### config.mk
export PLATFORM = sky130hd
export DESIGN_NAME = delta_delta_regression_unit
export DESIGN_NICKNAME = d
export VERILOG_FILES = /design/src/ddr_pkg.sv /design/src/ddr_ctrl.sv /design/src/ddr_datapath.sv /design/src/delta_delta_regression_unit.sv
export SDC_FILE = /design/constraint.sdc
export NUM_CORES = 2
export LEC_CHECK = 0
export ABC_AREA = 1
export BUFFER_PORTS_ARGS = -buffer_cell sky130_fd_sc_hd__buf_2
export CORE_MARGIN = 5
export CORE_UTILIZATION = 45
export CTS_BUF_LIST = sky130_fd_sc_hd__clkbuf_2
export CTS_CLUSTER_DIAMETER = 120
export DETAILED_ROUTE_END_ITERATION = 8
export PLACE_DENSITY_LB_ADDON = 0.3
export SETUP_SLACK_MARGIN = 0.1
export SYNTH_ARGS = -nofsm -noshare
export SYNTH_HDL_FRONTEND = slang
export SYNTH_SLANG_ARGS = --single-unit
### constraint.sdc
create_clock -name clk -period 9.7 [get_ports clk]
set_input_delay 1.94 -clock clk [delete_from_list [all_inputs] [get_ports clk]]
set_output_delay 1.94 -clock clk [all_outputs]
set_load 0.01 [all_outputs]
### src/ddr_pkg.sv
// shared types and constants for the delta / delta-delta regression unit
// item structs, datapath command struct, sequencer states, register indexes
`default_nettype none

package ddr_pkg;

	localparam int MAX_HALF_WINDOW = 8;
	localparam int SAMPLE_WIDTH    = 16;
	localparam int DELTA_WIDTH     = 16;
	localparam int TAP_W = (SAMPLE_WIDTH > DELTA_WIDTH) ? SAMPLE_WIDTH : DELTA_WIDTH;

	localparam int HW_W      = 4;
	localparam int NORM_W    = 16;
	localparam int CFG_W     = 16;
	localparam int CFG_IDX_W = 1;
	localparam int FRAC_BITS = 16;

	localparam logic [CFG_IDX_W-1:0] REG_HALF_WINDOW = 1'b0;
	localparam logic [CFG_IDX_W-1:0] REG_NORM_RECIP  = 1'b1;

	localparam logic [HW_W-1:0]   HALF_WINDOW_RST = 4'd2;
	localparam logic [NORM_W-1:0] NORM_RECIP_RST  = 16'd6554;

	// sample count of the running sequence, saturating
	localparam int SEEN_W = 6;
	localparam logic [SEEN_W-1:0] SEEN_CAP = '1;

	// signed width for index arithmetic in the sequencer
	localparam int IDX_W = SEEN_W + 2;
	localparam logic signed [IDX_W-1:0] IDX_ONE = IDX_W'(1);

	typedef struct packed {
		logic signed [SAMPLE_WIDTH-1:0] sample;
		logic                           last;
	} in_item_t;

	typedef struct packed {
		logic signed [DELTA_WIDTH-1:0] delta;
		logic signed [DELTA_WIDTH-1:0] delta_delta;
		logic                          seq_end;
	} out_item_t;

	typedef enum logic [2:0] {
		ST_IDLE,
		ST_PLAN,
		ST_DTAP,
		ST_DMUL,
		ST_DPUSH,
		ST_ETAP,
		ST_EMUL,
		ST_EOUT
	} ctrl_state_t;

	typedef enum logic [1:0] {
		SRC_SAMPLE,
		SRC_DELTA,
		SRC_FIRST
	} tap_src_t;

	typedef struct packed {
		logic     shift_in;
		logic     acc_clr;
		logic     acc_en;
		logic     tap_neg;
		tap_src_t src;
		logic     mul_en;
		logic     cen_en;
		logic     push_delta;
		logic     set_first;
		logic     out_load;
		logic     seq_end;
	} dp_cmd_t;

endpackage

`default_nettype wire

### src/ddr_ctrl.sv
// sequencer for the regression unit: item intake, delta / output scheduling,
// end-of-sequence flush and tap address generation; uses ddr_pkg
`default_nettype none

module ddr_ctrl #(
	parameter int MAX_HALF_WINDOW = ddr_pkg::MAX_HALF_WINDOW
) (
	input  wire logic                                        clk,
	input  wire logic                                        arst_n,
	input  wire logic [ddr_pkg::HW_W-1:0]                    half_window,
	input  wire logic                                        cfg_clear,
	input  wire logic                                        feat_valid,
	input  wire logic                                        feat_last,
	output logic                                             feat_ready,
	input  wire logic                                        out_free,
	output ddr_pkg::dp_cmd_t                                 cmd,
	output logic [$clog2(2*MAX_HALF_WINDOW+1)-1:0]           tap_age,
	output logic [$clog2(MAX_HALF_WINDOW+1)-1:0]             tap_coef
);

	localparam int NW     = $clog2(MAX_HALF_WINDOW + 1);
	localparam int AGE_W  = $clog2(2 * MAX_HALF_WINDOW + 1);
	localparam int SEEN_W = ddr_pkg::SEEN_W;
	localparam int IDX_W  = ddr_pkg::IDX_W;

	ddr_pkg::ctrl_state_t state_q, state_nxt;

	logic [SEEN_W-1:0] seen_q;
	logic [SEEN_W-1:0] k_q;
	logic [SEEN_W-1:0] dnext_q;
	logic [SEEN_W-1:0] t_q;
	logic              last_q;
	logic              flush_q;
	logic [NW-1:0]     tap_n_q;
	logic              tap_ph_q;

	logic [NW-1:0] n_eff;
	logic          accept;
	logic          last_tap;
	logic          emit_phase;

	logic signed [IDX_W-1:0] k_s, n_s, dn_s, t_s, tn_s, m_s;
	logic signed [IDX_W-1:0] d_lim, e_lim, ctr, age_raw, age_c;
	logic signed [IDX_W-1:0] acc_k_s, init_d_s, init_t_s;
	logic [SEEN_W-1:0]       acc_k;
	logic                    want_delta, want_emit;
	logic                    plan_delta, plan_emit, plan_flush, plan_done;
	ddr_pkg::tap_src_t       src_c;

	// effective half window, clamped to 1..MAX_HALF_WINDOW
	always_comb begin
		if (half_window == '0) begin
			n_eff = NW'(1);
		end else if (int'(half_window) > MAX_HALF_WINDOW) begin
			n_eff = NW'(MAX_HALF_WINDOW);
		end else begin
			n_eff = NW'(half_window);
		end
	end

	assign accept = feat_valid && feat_ready;

	assign k_s  = $signed({2'b00, k_q});
	assign dn_s = $signed({2'b00, dnext_q});
	assign t_s  = $signed({2'b00, t_q});
	assign n_s  = $signed({{(IDX_W-NW){1'b0}}, n_eff});
	assign tn_s = $signed({{(IDX_W-NW){1'b0}}, tap_n_q});
	assign m_s  = dn_s - ddr_pkg::IDX_ONE;

	// newest sample index of the item being taken in
	assign acc_k    = (seen_q == ddr_pkg::SEEN_CAP) ? (seen_q - SEEN_W'(1)) : seen_q;
	assign acc_k_s  = $signed({2'b00, acc_k});
	assign init_d_s = (acc_k_s - n_s < 0) ? '0 : acc_k_s - n_s;
	assign init_t_s = (acc_k_s - n_s - n_s < 0) ? '0 : acc_k_s - n_s - n_s;

	// how far deltas and outputs may run: steady lags of N and 2N, or the flush limits
	always_comb begin
		if (flush_q) begin
			d_lim = (t_s + n_s < k_s) ? t_s + n_s : k_s;
			e_lim = k_s;
		end else begin
			d_lim = k_s - n_s;
			e_lim = k_s - n_s - n_s;
		end
	end

	assign want_delta = dn_s <= d_lim;
	assign want_emit  = t_s <= e_lim;
	assign plan_delta = want_delta;
	assign plan_emit  = !want_delta && want_emit;
	assign plan_flush = !want_delta && !want_emit && last_q && !flush_q;
	assign plan_done  = !want_delta && !want_emit && !(last_q && !flush_q);

	assign last_tap   = tap_ph_q && (tap_n_q == n_eff);
	assign emit_phase = (state_q == ddr_pkg::ST_ETAP) || (state_q == ddr_pkg::ST_EMUL);

	// tap address: center age plus or minus n, clamped to the sequence ends
	always_comb begin
		ctr = emit_phase ? (m_s - t_s) : (k_s - dn_s);
		if (state_q == ddr_pkg::ST_EMUL) begin
			age_raw = ctr;
		end else if (tap_ph_q) begin
			age_raw = ctr + tn_s;
		end else begin
			age_raw = ctr - tn_s;
		end
		age_c = age_raw;
		src_c = emit_phase ? ddr_pkg::SRC_DELTA : ddr_pkg::SRC_SAMPLE;
		if (age_raw < 0) begin
			age_c = '0;
		end else if (emit_phase) begin
			// older than the first delta of the sequence
			if (age_raw > m_s) begin
				src_c = ddr_pkg::SRC_FIRST;
			end
		end else if (age_raw > k_s) begin
			age_c = k_s;
		end
	end

	assign tap_age  = age_c[AGE_W-1:0];
	assign tap_coef = tap_n_q;

	// next state
	always_comb begin
		state_nxt = state_q;
		case (state_q)
			ddr_pkg::ST_IDLE: begin
				if (accept) begin
					state_nxt = ddr_pkg::ST_PLAN;
				end
			end
			ddr_pkg::ST_PLAN: begin
				if (plan_delta) begin
					state_nxt = ddr_pkg::ST_DTAP;
				end else if (plan_emit) begin
					state_nxt = ddr_pkg::ST_ETAP;
				end else if (plan_done) begin
					state_nxt = ddr_pkg::ST_IDLE;
				end
			end
			ddr_pkg::ST_DTAP: begin
				if (last_tap) begin
					state_nxt = ddr_pkg::ST_DMUL;
				end
			end
			ddr_pkg::ST_DMUL:  state_nxt = ddr_pkg::ST_DPUSH;
			ddr_pkg::ST_DPUSH: state_nxt = ddr_pkg::ST_PLAN;
			ddr_pkg::ST_ETAP: begin
				if (last_tap) begin
					state_nxt = ddr_pkg::ST_EMUL;
				end
			end
			ddr_pkg::ST_EMUL: state_nxt = ddr_pkg::ST_EOUT;
			ddr_pkg::ST_EOUT: begin
				if (out_free) begin
					state_nxt = ddr_pkg::ST_PLAN;
				end
			end
			default: state_nxt = ddr_pkg::ST_IDLE;
		endcase
	end

	// datapath commands
	always_comb begin
		cmd        = '0;
		cmd.src    = src_c;
		feat_ready = 1'b0;
		case (state_q)
			ddr_pkg::ST_IDLE: begin
				feat_ready   = 1'b1;
				cmd.shift_in = accept;
			end
			ddr_pkg::ST_PLAN: begin
				cmd.acc_clr = plan_delta || plan_emit;
			end
			ddr_pkg::ST_DTAP, ddr_pkg::ST_ETAP: begin
				cmd.acc_en  = 1'b1;
				cmd.tap_neg = tap_ph_q;
			end
			ddr_pkg::ST_DMUL: begin
				cmd.mul_en = 1'b1;
			end
			ddr_pkg::ST_DPUSH: begin
				cmd.push_delta = 1'b1;
				cmd.set_first  = (dnext_q == '0);
			end
			ddr_pkg::ST_EMUL: begin
				cmd.mul_en = 1'b1;
				cmd.cen_en = 1'b1;
			end
			ddr_pkg::ST_EOUT: begin
				cmd.out_load = out_free;
				cmd.seq_end  = flush_q && (t_q == k_q);
			end
			default: begin
				cmd = '0;
			end
		endcase
	end

	always_ff @(posedge clk or negedge arst_n) begin
		if (!arst_n) begin
			state_q  <= ddr_pkg::ST_IDLE;
			seen_q   <= '0;
			k_q      <= '0;
			dnext_q  <= '0;
			t_q      <= '0;
			last_q   <= 1'b0;
			flush_q  <= 1'b0;
			tap_n_q  <= '0;
			tap_ph_q <= 1'b0;
		end else begin
			state_q <= state_nxt;
			case (state_q)
				ddr_pkg::ST_IDLE: begin
					if (accept) begin
						k_q     <= acc_k;
						last_q  <= feat_last;
						flush_q <= 1'b0;
						dnext_q <= init_d_s[SEEN_W-1:0];
						t_q     <= init_t_s[SEEN_W-1:0];
						if (seen_q != ddr_pkg::SEEN_CAP) begin
							seen_q <= seen_q + SEEN_W'(1);
						end
					end
				end
				ddr_pkg::ST_PLAN: begin
					if (plan_delta || plan_emit) begin
						tap_n_q  <= NW'(1);
						tap_ph_q <= 1'b0;
					end
					if (plan_flush) begin
						flush_q <= 1'b1;
					end
					// sequence flushed: next item opens a new one
					if (plan_done && flush_q) begin
						seen_q <= '0;
					end
				end
				ddr_pkg::ST_DTAP, ddr_pkg::ST_ETAP: begin
					tap_ph_q <= !tap_ph_q;
					if (tap_ph_q) begin
						tap_n_q <= tap_n_q + NW'(1);
					end
				end
				ddr_pkg::ST_DPUSH: begin
					dnext_q <= dnext_q + SEEN_W'(1);
				end
				ddr_pkg::ST_EOUT: begin
					if (out_free) begin
						t_q <= t_q + SEEN_W'(1);
					end
				end
				default: begin
				end
			endcase
			if (cfg_clear) begin
				seen_q <= '0;
			end
		end
	end

endmodule

`default_nettype wire

### src/ddr_datapath.sv
// datapath of the regression unit: sample and delta windows, tap
// multiply-accumulate, Q16 scaling with rounding and saturation, result register
`default_nettype none

module ddr_datapath #(
	parameter int MAX_HALF_WINDOW = ddr_pkg::MAX_HALF_WINDOW
) (
	input  wire logic                                  clk,
	input  wire logic                                  arst_n,
	input  wire ddr_pkg::dp_cmd_t                      cmd,
	input  wire logic [$clog2(2*MAX_HALF_WINDOW+1)-1:0] tap_age,
	input  wire logic [$clog2(MAX_HALF_WINDOW+1)-1:0]  tap_coef,
	input  wire logic [ddr_pkg::NORM_W-1:0]            norm_recip,
	input  wire logic signed [ddr_pkg::SAMPLE_WIDTH-1:0] sample,
	output logic                                       out_free,
	output logic                                       res_valid,
	input  wire logic                                  res_ready,
	output ddr_pkg::out_item_t                         res
);

	localparam int DEPTH  = 2 * MAX_HALF_WINDOW + 1;
	localparam int NW     = $clog2(MAX_HALF_WINDOW + 1);
	localparam int SW     = ddr_pkg::SAMPLE_WIDTH;
	localparam int DW     = ddr_pkg::DELTA_WIDTH;
	localparam int TAP_W  = ddr_pkg::TAP_W;
	localparam int TRI    = MAX_HALF_WINDOW * (MAX_HALF_WINDOW + 1) / 2;
	localparam int ACC_W  = TAP_W + 1 + $clog2(TRI + 1);
	localparam int PROD_W = ACC_W + ddr_pkg::NORM_W + 1;
	localparam int FB     = ddr_pkg::FRAC_BITS;
	localparam int Q_W    = PROD_W + 1 - FB;

	localparam logic signed [PROD_W:0] RND_HALF =
		{{(PROD_W-FB+1){1'b0}}, 1'b1, {(FB-1){1'b0}}};
	localparam logic signed [Q_W-1:0] Q_MAX = {{(Q_W-DW+1){1'b0}}, {(DW-1){1'b1}}};
	localparam logic signed [Q_W-1:0] Q_MIN = {{(Q_W-DW+1){1'b1}}, {(DW-1){1'b0}}};

	logic signed [SW-1:0]     x_win_q [DEPTH];
	logic signed [DW-1:0]     d_win_q [DEPTH];
	logic signed [DW-1:0]     first_q;
	logic signed [DW-1:0]     dcen_q;
	logic signed [ACC_W-1:0]  acc_q;
	logic signed [PROD_W-1:0] prod_q;
	ddr_pkg::out_item_t       res_q;
	logic                     res_valid_q;

	logic signed [TAP_W-1:0]    tap_val;
	logic signed [TAP_W+NW:0]   term;
	logic signed [ACC_W-1:0]    acc_nxt;
	logic signed [PROD_W:0]     rnd;
	logic signed [Q_W-1:0]      q;
	logic signed [DW-1:0]       scaled;

	always_comb begin
		case (cmd.src)
			ddr_pkg::SRC_SAMPLE: tap_val = TAP_W'(x_win_q[tap_age]);
			ddr_pkg::SRC_DELTA:  tap_val = TAP_W'(d_win_q[tap_age]);
			ddr_pkg::SRC_FIRST:  tap_val = TAP_W'(first_q);
			default:             tap_val = '0;
		endcase
	end

	// one weighted tap per cycle: +n for the newer side, -n for the older
	assign term    = tap_val * $signed({1'b0, tap_coef});
	assign acc_nxt = cmd.tap_neg ? (acc_q - ACC_W'(term)) : (acc_q + ACC_W'(term));

	// round half up is an arithmetic shift after adding one half
	assign rnd = $signed({prod_q[PROD_W-1], prod_q}) + RND_HALF;
	assign q   = rnd[PROD_W:FB];

	always_comb begin
		if (q > Q_MAX) begin
			scaled = {1'b0, {(DW-1){1'b1}}};
		end else if (q < Q_MIN) begin
			scaled = {1'b1, {(DW-1){1'b0}}};
		end else begin
			scaled = q[DW-1:0];
		end
	end

	always_ff @(posedge clk) begin
		if (cmd.shift_in) begin
			x_win_q[0] <= sample;
			for (int i = 1; i < DEPTH; i++) begin
				x_win_q[i] <= x_win_q[i-1];
			end
		end
		if (cmd.push_delta) begin
			d_win_q[0] <= scaled;
			for (int i = 1; i < DEPTH; i++) begin
				d_win_q[i] <= d_win_q[i-1];
			end
			if (cmd.set_first) begin
				first_q <= scaled;
			end
		end
		if (cmd.acc_clr) begin
			acc_q <= '0;
		end else if (cmd.acc_en) begin
			acc_q <= acc_nxt;
		end
		if (cmd.mul_en) begin
			prod_q <= acc_q * $signed({1'b0, norm_recip});
		end
		if (cmd.cen_en) begin
			dcen_q <= tap_val[DW-1:0];
		end
		if (cmd.out_load) begin
			res_q.delta       <= dcen_q;
			res_q.delta_delta <= scaled;
			res_q.seq_end     <= cmd.seq_end;
		end
	end

	always_ff @(posedge clk or negedge arst_n) begin
		if (!arst_n) begin
			res_valid_q <= 1'b0;
		end else if (cmd.out_load) begin
			res_valid_q <= 1'b1;
		end else if (res_ready) begin
			res_valid_q <= 1'b0;
		end
	end

	assign out_free  = !res_valid_q || res_ready;
	assign res_valid = res_valid_q;
	assign res       = res_q;

endmodule

`default_nettype wire

### src/delta_delta_regression_unit.sv
// top level of the delta / delta-delta regression unit: config registers,
// sequencer (ddr_ctrl) and datapath (ddr_datapath); uses ddr_pkg
//
//  channel   handshake             payload                 dir
//  feat      feat_valid/feat_ready ddr_pkg::in_item_t      in
//  res       res_valid/res_ready   ddr_pkg::out_item_t     out
//  cfg       cfg_we                cfg_index, cfg_data     in
//
// steady state: one delta and one output per item, N the effective half window; one shared
//   multiply-accumulate visits one window entry per cycle, 2N taps per delta
//   and 2N per delta-delta
// the last item of a sequence also runs the flush: the remaining deltas and
//   the remaining outputs of the sequence
// arst_n resets control state and the config registers to their defaults; window
//   contents are only read after the running sequence has written them
// a result waits in the output register; the next one waits in the sequencer
//   while res_ready is low
`default_nettype none

module delta_delta_regression_unit #(
	parameter int MAX_HALF_WINDOW = ddr_pkg::MAX_HALF_WINDOW
) (
	input  wire logic                              clk,
	input  wire logic                              arst_n,
	input  wire logic                              feat_valid,
	output logic                                   feat_ready,
	input  wire ddr_pkg::in_item_t                 feat,
	output logic                                   res_valid,
	input  wire logic                              res_ready,
	output ddr_pkg::out_item_t                     res,
	input  wire logic                              cfg_we,
	input  wire logic [ddr_pkg::CFG_IDX_W-1:0]     cfg_index,
	input  wire logic [ddr_pkg::CFG_W-1:0]         cfg_data
);

	localparam int NW    = $clog2(MAX_HALF_WINDOW + 1);
	localparam int AGE_W = $clog2(2 * MAX_HALF_WINDOW + 1);

	logic [ddr_pkg::HW_W-1:0]   half_window_q;
	logic [ddr_pkg::NORM_W-1:0] norm_recip_q;
	logic                       cfg_clear;
	logic                       out_free;
	ddr_pkg::dp_cmd_t           cmd;
	logic [AGE_W-1:0]           tap_age;
	logic [NW-1:0]              tap_coef;

	// a new half window starts a fresh sequence
	assign cfg_clear = cfg_we && (cfg_index == ddr_pkg::REG_HALF_WINDOW);

	always_ff @(posedge clk or negedge arst_n) begin
		if (!arst_n) begin
			half_window_q <= ddr_pkg::HALF_WINDOW_RST;
			norm_recip_q  <= ddr_pkg::NORM_RECIP_RST;
		end else if (cfg_we) begin
			case (cfg_index)
				ddr_pkg::REG_HALF_WINDOW: half_window_q <= cfg_data[ddr_pkg::HW_W-1:0];
				ddr_pkg::REG_NORM_RECIP:  norm_recip_q  <= cfg_data[ddr_pkg::NORM_W-1:0];
				default: begin
				end
			endcase
		end
	end

	ddr_ctrl #(
		.MAX_HALF_WINDOW(MAX_HALF_WINDOW)
	) u_ctrl (
		.clk        (clk),
		.arst_n     (arst_n),
		.half_window(half_window_q),
		.cfg_clear  (cfg_clear),
		.feat_valid (feat_valid),
		.feat_last  (feat.last),
		.feat_ready (feat_ready),
		.out_free   (out_free),
		.cmd        (cmd),
		.tap_age    (tap_age),
		.tap_coef   (tap_coef)
	);

	ddr_datapath #(
		.MAX_HALF_WINDOW(MAX_HALF_WINDOW)
	) u_datapath (
		.clk       (clk),
		.arst_n    (arst_n),
		.cmd       (cmd),
		.tap_age   (tap_age),
		.tap_coef  (tap_coef),
		.norm_recip(norm_recip_q),
		.sample    (feat.sample),
		.out_free  (out_free),
		.res_valid (res_valid),
		.res_ready (res_ready),
		.res       (res)
	);

endmodule

`default_nettype wire

Yosys cells after proc, flatten, opt, wreduce, memory -nomap -nowiden
Memory sizes are Yosys's and may differ from the RTL's. Cells that the tools add are included.

Bits in registers: 183. Bits in latches: 0. Bits in writable memories: 544. Memory bits (read-only): 0. Input bits: 39. Output and inout port bits: 35. Word-level logic and storage cells: 184. Memories: 2.

Memory list: u_datapath.d_win_q (words 17, width 16, read ports 17, clocked after memory_dff 0, write ports 17, RTL line ddr_datapath.sv:38) `logic signed [DW-1:0] d_win_q [DEPTH];`; u_datapath.x_win_q (words 17, width 16, read ports 17, clocked after memory_dff 0, write ports 17, RTL line ddr_datapath.sv:37) `logic signed [SW-1:0] x_win_q [DEPTH];`.

$add $sub $neg: 20. Multipliers: 2. Divide/modulo/power cells: 0. $lt $le $gt $ge: 11. Equal/unequal tests: 24. Shifts and indexed selects: 0. Mux-type cells: 62. Bitwise logic cells: 1. Reductions and logical operators: 43.

Operator list (count): $lt A32 B1 Y1 const B (2); $mux W6 (10); $pmux W16 S3 (1); $add A40 B17 Y41 const B (1); $mul A23 B17 Y40 (1); $mux W8 (5); $pmux W6 S2 (3); $mux W16 (2); $sub A32 B5 Y32 (1); $gt A25 B16 Y1 const B (1); $lt A25 B16 Y1 const B (1); $pmux W3 S8 (1); $add A23 B21 Y23 (1); $mux W23 (1); $sub A23 B21 Y23 (1); $mul A16 B5 Y21 (1); $mux W3 (7); $add A6 B1 Y6 const B (3); $gt A8 B7 Y1 (2); $le A7 B8 Y1 (2); $mux W4 (4); $sub A8 B5 Y8 (2); $mux W1 (15); $mux W5 (3); 43 further kinds (92).

Depth between registers and ports, before layout
Depth after elaboration: 15. Depth in mapped cells: 80. Gate-level depth less buffers: 77.

Modules after synthesis
Synthesis repeated with hierarchy kept, for this count alone.

Cell total of the unflattened synthesis: 5221. Area, all modules: 49451.2 um^2.

By module, submodules not included: ddr_datapath (times used 1, cells each 4342, area each 43372.8 um^2, seq. area each 19523.7 um^2); ddr_ctrl (times used 1, cells each 790, area each 5250.0 um^2, seq. area each 850.8 um^2); delta_delta_regression_unit (times used 1, cells each 89, area each 828.3 um^2, seq. area each 510.5 um^2).

Least setup slack after synthesis
OpenSTA, ideal clock, no wires.

Path type: register to register. Start point: reg u_ctrl.dnext_q[0]. End point: reg u_datapath.acc_q[22]. Setup time: 110 ps. Arrival time: 10197 ps. Required time: 9590 ps. Path slack: -607 ps. Cell stages (with the launch flop): 71. Path buffers: 3. Clock period less this slack: 10307 ps. Cells stage by stage: dfrtp_1 > inv_1 > ha_1 > xnor2_1 > inv_1 > ha_1 > a21o_1 > a31oi_1 > xor2_1 > o21ai_1 > ha_1 > inv_1 > o21bai_1 > a31oi_1 > xor2_1 > o21ai_0 > ha_1 > nand3_1 > [35 not listed] > or2_2 > nand3_1 > xor2_1 > ha_1 > a21oi_1 > o21ai_0 > a21oi_1 > o21ai_0 > nand3_1 > nand2_1 > a21oi_1 > nor2_1 > nor2_1 > nand3_1 > nand3_1 > nand2_1 > inv_1 > nor2_1.

Cells in the longest elaborated chain, start to end: 15. Elaborated cells between the ends (all ways): 32. Classes of those cells: 7 x add/sub; 1 x mul; 4 x order compare; 2 x eq/ne; 12 x mux; 4 x reduce/logical; 2 x memory.

RTL lines: from (decl) (RTL line ddr_ctrl.sv:30) `logic [SEEN_W-1:0] dnext_q;`; from (signal assigned) (RTL line ddr_ctrl.sv:221) `dnext_q <= init_d_s[SEEN_W-1:0];`; from (signal assigned) (RTL line ddr_ctrl.sv:248) `dnext_q <= dnext_q + SEEN_W'(1);`; $sub A6 B1 Y7 (RTL line ddr_ctrl.sv:68) `assign m_s = dn_s - ddr_pkg::IDX_ONE;`; $sub A7 B7 Y8 (RTL line ddr_ctrl.sv:99) `ctr = emit_phase ? (m_s - t_s) : (k_s - dn_s);`; $mux W8 (RTL line ddr_ctrl.sv:99); $sub A8 B5 Y8 / $add A8 B5 Y8 (equally long branches) (RTL line ddr_ctrl.sv:105, ddr_ctrl.sv:103); $mux W8 (RTL line ddr_ctrl.sv:102) `end else if (tap_ph_q) begin`; $mux W8 (RTL line ddr_ctrl.sv:100) `if (state_q == ddr_pkg::ST_EMUL) begin`; $gt A8 B7 Y1 (on tied branches) (RTL line ddr_ctrl.sv:116, ddr_ctrl.sv:113); $mux W5 / $mux W2 (equally long branches) (RTL line ddr_ctrl.sv:116, ddr_ctrl.sv:113); $mux W5 / $mux W2 (equally long branches) (RTL line ddr_ctrl.sv:111) `end else if (emit_phase) begin`; $mux W5 / $mux W2 (equally long branches) (RTL line ddr_ctrl.sv:109) `if (age_raw < 0) begin`; $mem_v2 Z17 W16, or another cell as far along; $pmux W16 S3 (*) (RTL line ddr_datapath.sv:54) `case (cmd.src)`; net u_datapath.tap_val[2] (RTL line ddr_datapath.sv:46) `logic signed [TAP_W-1:0] tap_val;`; $mul A16 B5 Y21 (*) (RTL line ddr_datapath.sv:63) `assign term = tap_val * $signed({1'b0, tap_coef});`; $add A23 B21 Y23 / $sub A23 B21 Y23 (equally long branches) (RTL line ddr_datapath.sv:64) `assign acc_nxt = cmd.tap_neg ? (acc_q - ACC_W'(term)) : (acc_q + ACC_W'(term));`; $mux W23 (*) (RTL line ddr_datapath.sv:64); to (signal assigned) (RTL line ddr_datapath.sv:99) `acc_q <= acc_nxt;`; to (decl) (RTL line ddr_datapath.sv:41) `logic signed [ACC_W-1:0] acc_q;`.

Mark *: on every way through the listed nets, which the timed path passes. The rest lies on a longest branch. A chain may end at the register's enable or synchronous reset.

Worst setup path in the final report
Start point: reg u_ctrl.dnext_q[1]. End point: reg u_datapath.acc_q[22].

Same word-level chain as after synthesis.

==> flow_summary.json <==
{
  "outcome": "complete, but fails checks",
  "failed_checks": "setup timing",
  "critPathRequiredTime_ps": 10990,
  "ys_seq_area_share_pct": 43.1,
  "netlist_area_mm2": 0.0485,
  "num_io_pins": 74,
  "grt_remaining_overflow": 0,
  "die_x_um": 338,
  "ff_latch_area_mm2": 0.0209,
  "first_pass_grt_wire_length_mm": 197,
  "num_vias": 36600,
  "drtPass1Iterations": 6,
  "routed_wirelength_mm": 123,
  "cts-buffers-inserted": 183,
  "dpl_worst_slack_ps": -953,
  "multi_input_area_mm2": 0.0246,
  "avgViaCountPerCell": 5.24,
  "initial_core_util_pct": 45.3,
  "clkSinkCount": 712,
  "detailedPlacementHpwl_mm": 86.2,
  "placed_area_mm2": 0.0532,
  "worst-endpoint-arrival_ps": 11680,
  "class_of_the_tightest_hold_or_removal_check": "reg2reg",
  "final_period_minus_worst_setup_slack_ps": 10390,
  "drive_above_1_share_pct": 21.2,
  "htree_levels": 4,
  "synth.most_common_cell": "sky130_fd_sc_hd__nand2_1",
  "routability_congestion_estimate": 0.886,
  "core_region_area_mm2": 0.107,
  "synth_warnings": 0,
  "vertical_extent_of_the_die_um": 338,
  "top_achievable_clock_speed_mhz": 96.2,
  "worst-r2r-setup-slack_ps": -690,
  "row_count": 120,
  "report.final.setup_viol": 9,
  "timing.clock.skew_ps": 158,
  "synth_top_area_cell": "sky130_fd_sc_hd__edfxtp_1",
  "post-route-worst-setup-slack_ps": -693,
  "ys_top_cells_by_count": "sky130_fd_sc_hd__nand2_1, sky130_fd_sc_hd__inv_1, sky130_fd_sc_hd__edfxtp_1",
  "cts_tree": "yes",
  "async_reset_ff_share_pct": 7.72,
  "grt_setup_unrepaired": "true",
  "drcViolationCount": 0,
  "path_buf_inv": 16,
  "cts_buffer_depth": 3,
  "worst_pin_slew_ps": 1240,
  "ys_ff_latch": 712,
  "initial_antenna_violation_count": 5,
  "cap_viol_max_count": 0,
  "number_of_design_rule_violations_left_by_the_first_detailed_router_iteration": 2861,
  "finalCritPeriodShare_pct": 107,
  "post-route-cell-area_mm2": 0.0570,
  "slowest_stage": "sky130_fd_sc_hd__fa_1",
  "worst-setup-path-type": "reg2reg",
  "finalNetCount": 6130,
  "cts-root-buf": "sky130_fd_sc_hd__clkbuf_2",
  "clk_latency_ps": 1500,
  "ys_top_cells_by_area": "sky130_fd_sc_hd__edfxtp_1, sky130_fd_sc_hd__fa_1, sky130_fd_sc_hd__nand2_1",
  "synth.distinct_cells": 67,
  "n_fill_cell": 9391,
  "final_hold_viols": 0,
  "largest_net_degree_at_the_start_of_global_routing": 135,
  "relSlewSlack_pct": 16.4,
  "areaGrowthSynthToFinish_pct": 17.6,
  "pins_over_slew_limit": 0,
  "critPathCaptureType": "register",
  "buffer_ports.inserted": 73,
  "critical_path.top_delay_family": "adder cells",
  "critPathMaxFanout": 6,
  "synthFlopType": "sky130_fd_sc_hd__edfxtp_1",
  "timing.critical_path.slowest_cell_delay_ps": 540,
  "gr-usage-all-layers_pct": 21.3,
  "clkTransAtPathRegs_ps": 100,
  "synth_nets": 5584,
  "post_drt_wl_per_cell_um": 17.6,
  "avgSynthCellArea_um2": 9.89,
  "worst_setup_path_start_kind": "register",
  "synthesis.instances": 4902,
  "grt_pass1_vias": 37100,
  "die_footprint_mm2": 0.114,
  "drtAntennaViolNets": 0,
  "synth-edff-count": 634,
  "synth_top_area_share_pct": 39.3
}
cell type report:
| cell class | count | area share, % |
|---|---|---|
| multi-input cells | 3099 | 43.1 |
| flip-flops and latches | 712 | 36.6 |
| repair buffers | 579 | 8.51 |
| inverters | 873 | 5.82 |
| well taps | 1403 | 3.08 |
| clock buffers | 251 | 2.20 |
| clock inverters | 71 | 0.630 |
| diodes | 9 | 0.0395 |
metrics by stage:
step,setup TNS (ps),utilization [%],hold WS [ps],cells
after detailed placement,-5090,49.7,405,6563
after global placement,-3340,49.7,406,6563
after global routing,-10300,53.3,362,6997
after CTS,-1690,52.3,349,6952
final,-3530,53.3,371,6997
after floorplan,-190,-,400,4902
cell families after synthesis:
kind of cell / after synthesis / share of synthesized area [%]
xor+xnor: 134 / 2.42
compound gates: 623 / 7.84
flops: 712 / 43.1
buf+inv: 1092 / 9.02
fa+ha+maj: 643 / 22.8
mux: 20 / 0.452
simple gates: 1678 / 14.4
worst paths after layout:
| check | cells past startpoint | start | endpoint |
|---|---|---|---|
| worst max-delay path | 71 | u_ctrl.dnext_q[1] | u_datapath.acc_q[22] |
| worst min-delay path | 0 | u_datapath.d_win_q[15][13] | u_datapath.d_win_q[16][13] |
| worst max register to register | 71 | u_ctrl.dnext_q[1] | u_datapath.acc_q[22] |
| worst min register to register | 0 | u_datapath.d_win_q[15][13] | u_datapath.d_win_q[16][13] |
| max in group asynchronous | 2 | arst_n | u_ctrl.tap_ph_q |
| min in group asynchronous | 2 | arst_n | norm_recip_q[0] |
flip-flops by register name, summed over array words and instances (netlist names), 4 cells and up:
| register | cells |
|---|---|
| u_ctrl.seen_q | 6 |
| u_datapath.res | 33 |
| u_datapath.d_win_q | 272 |
| u_ctrl.dnext_q | 6 |
| u_datapath.first_q | 16 |
| u_datapath.x_win_q | 272 |
| u_ctrl.tap_coef | 4 |
| u_datapath.dcen_q | 16 |
| half_window_q | 4 |
| u_datapath.acc_q | 23 |
| u_ctrl.t_q | 6 |
| norm_recip_q | 16 |
| u_datapath.prod_q | 25 |
| u_ctrl.k_q | 6 |
cells in the final DEF, fill, tap and decap left out, types with 86 or more instances in the layout:
| cell | n |
|---|---|
| sky130_fd_sc_hd__nand2_1 | 1141 |
| sky130_fd_sc_hd__inv_1 | 827 |
| sky130_fd_sc_hd__edfxtp_1 | 634 |
| sky130_fd_sc_hd__buf_4 | 436 |
| sky130_fd_sc_hd__fa_1 | 401 |
| sky130_fd_sc_hd__nand3_1 | 254 |
| sky130_fd_sc_hd__clkbuf_2 | 251 |
| sky130_fd_sc_hd__ha_1 | 211 |
| sky130_fd_sc_hd__a21oi_1 | 172 |
| sky130_fd_sc_hd__nor2_1 | 126 |
| sky130_fd_sc_hd__o21ai_0 | 109 |
| sky130_fd_sc_hd__xor2_1 | 86 |
layer usage:
layer / GRT usage [%] / up-vias / share of wire, %
met5: 0 / - / 0
met4: 7.80 / 0 / 3.0
met3: 3.40 / 236 / 6.7
met2: 34.5 / 1285 / 48
met1: 29.1 / 18000 / 43
li1: - / 17200 / -
repair_timing:
item,4_1_cts,5_1_grt
pin swaps,83,113
setup endpoints to repair,11,17
endpoints found under the hold margin,0,0
buffers inserted,58,37
resized for setup,134,168
gates cloned,9,1
hold buffers,0,0
Power is not shown: default switching activity piles up to over one toggle a cycle in this logic, so the estimate is an artifact.
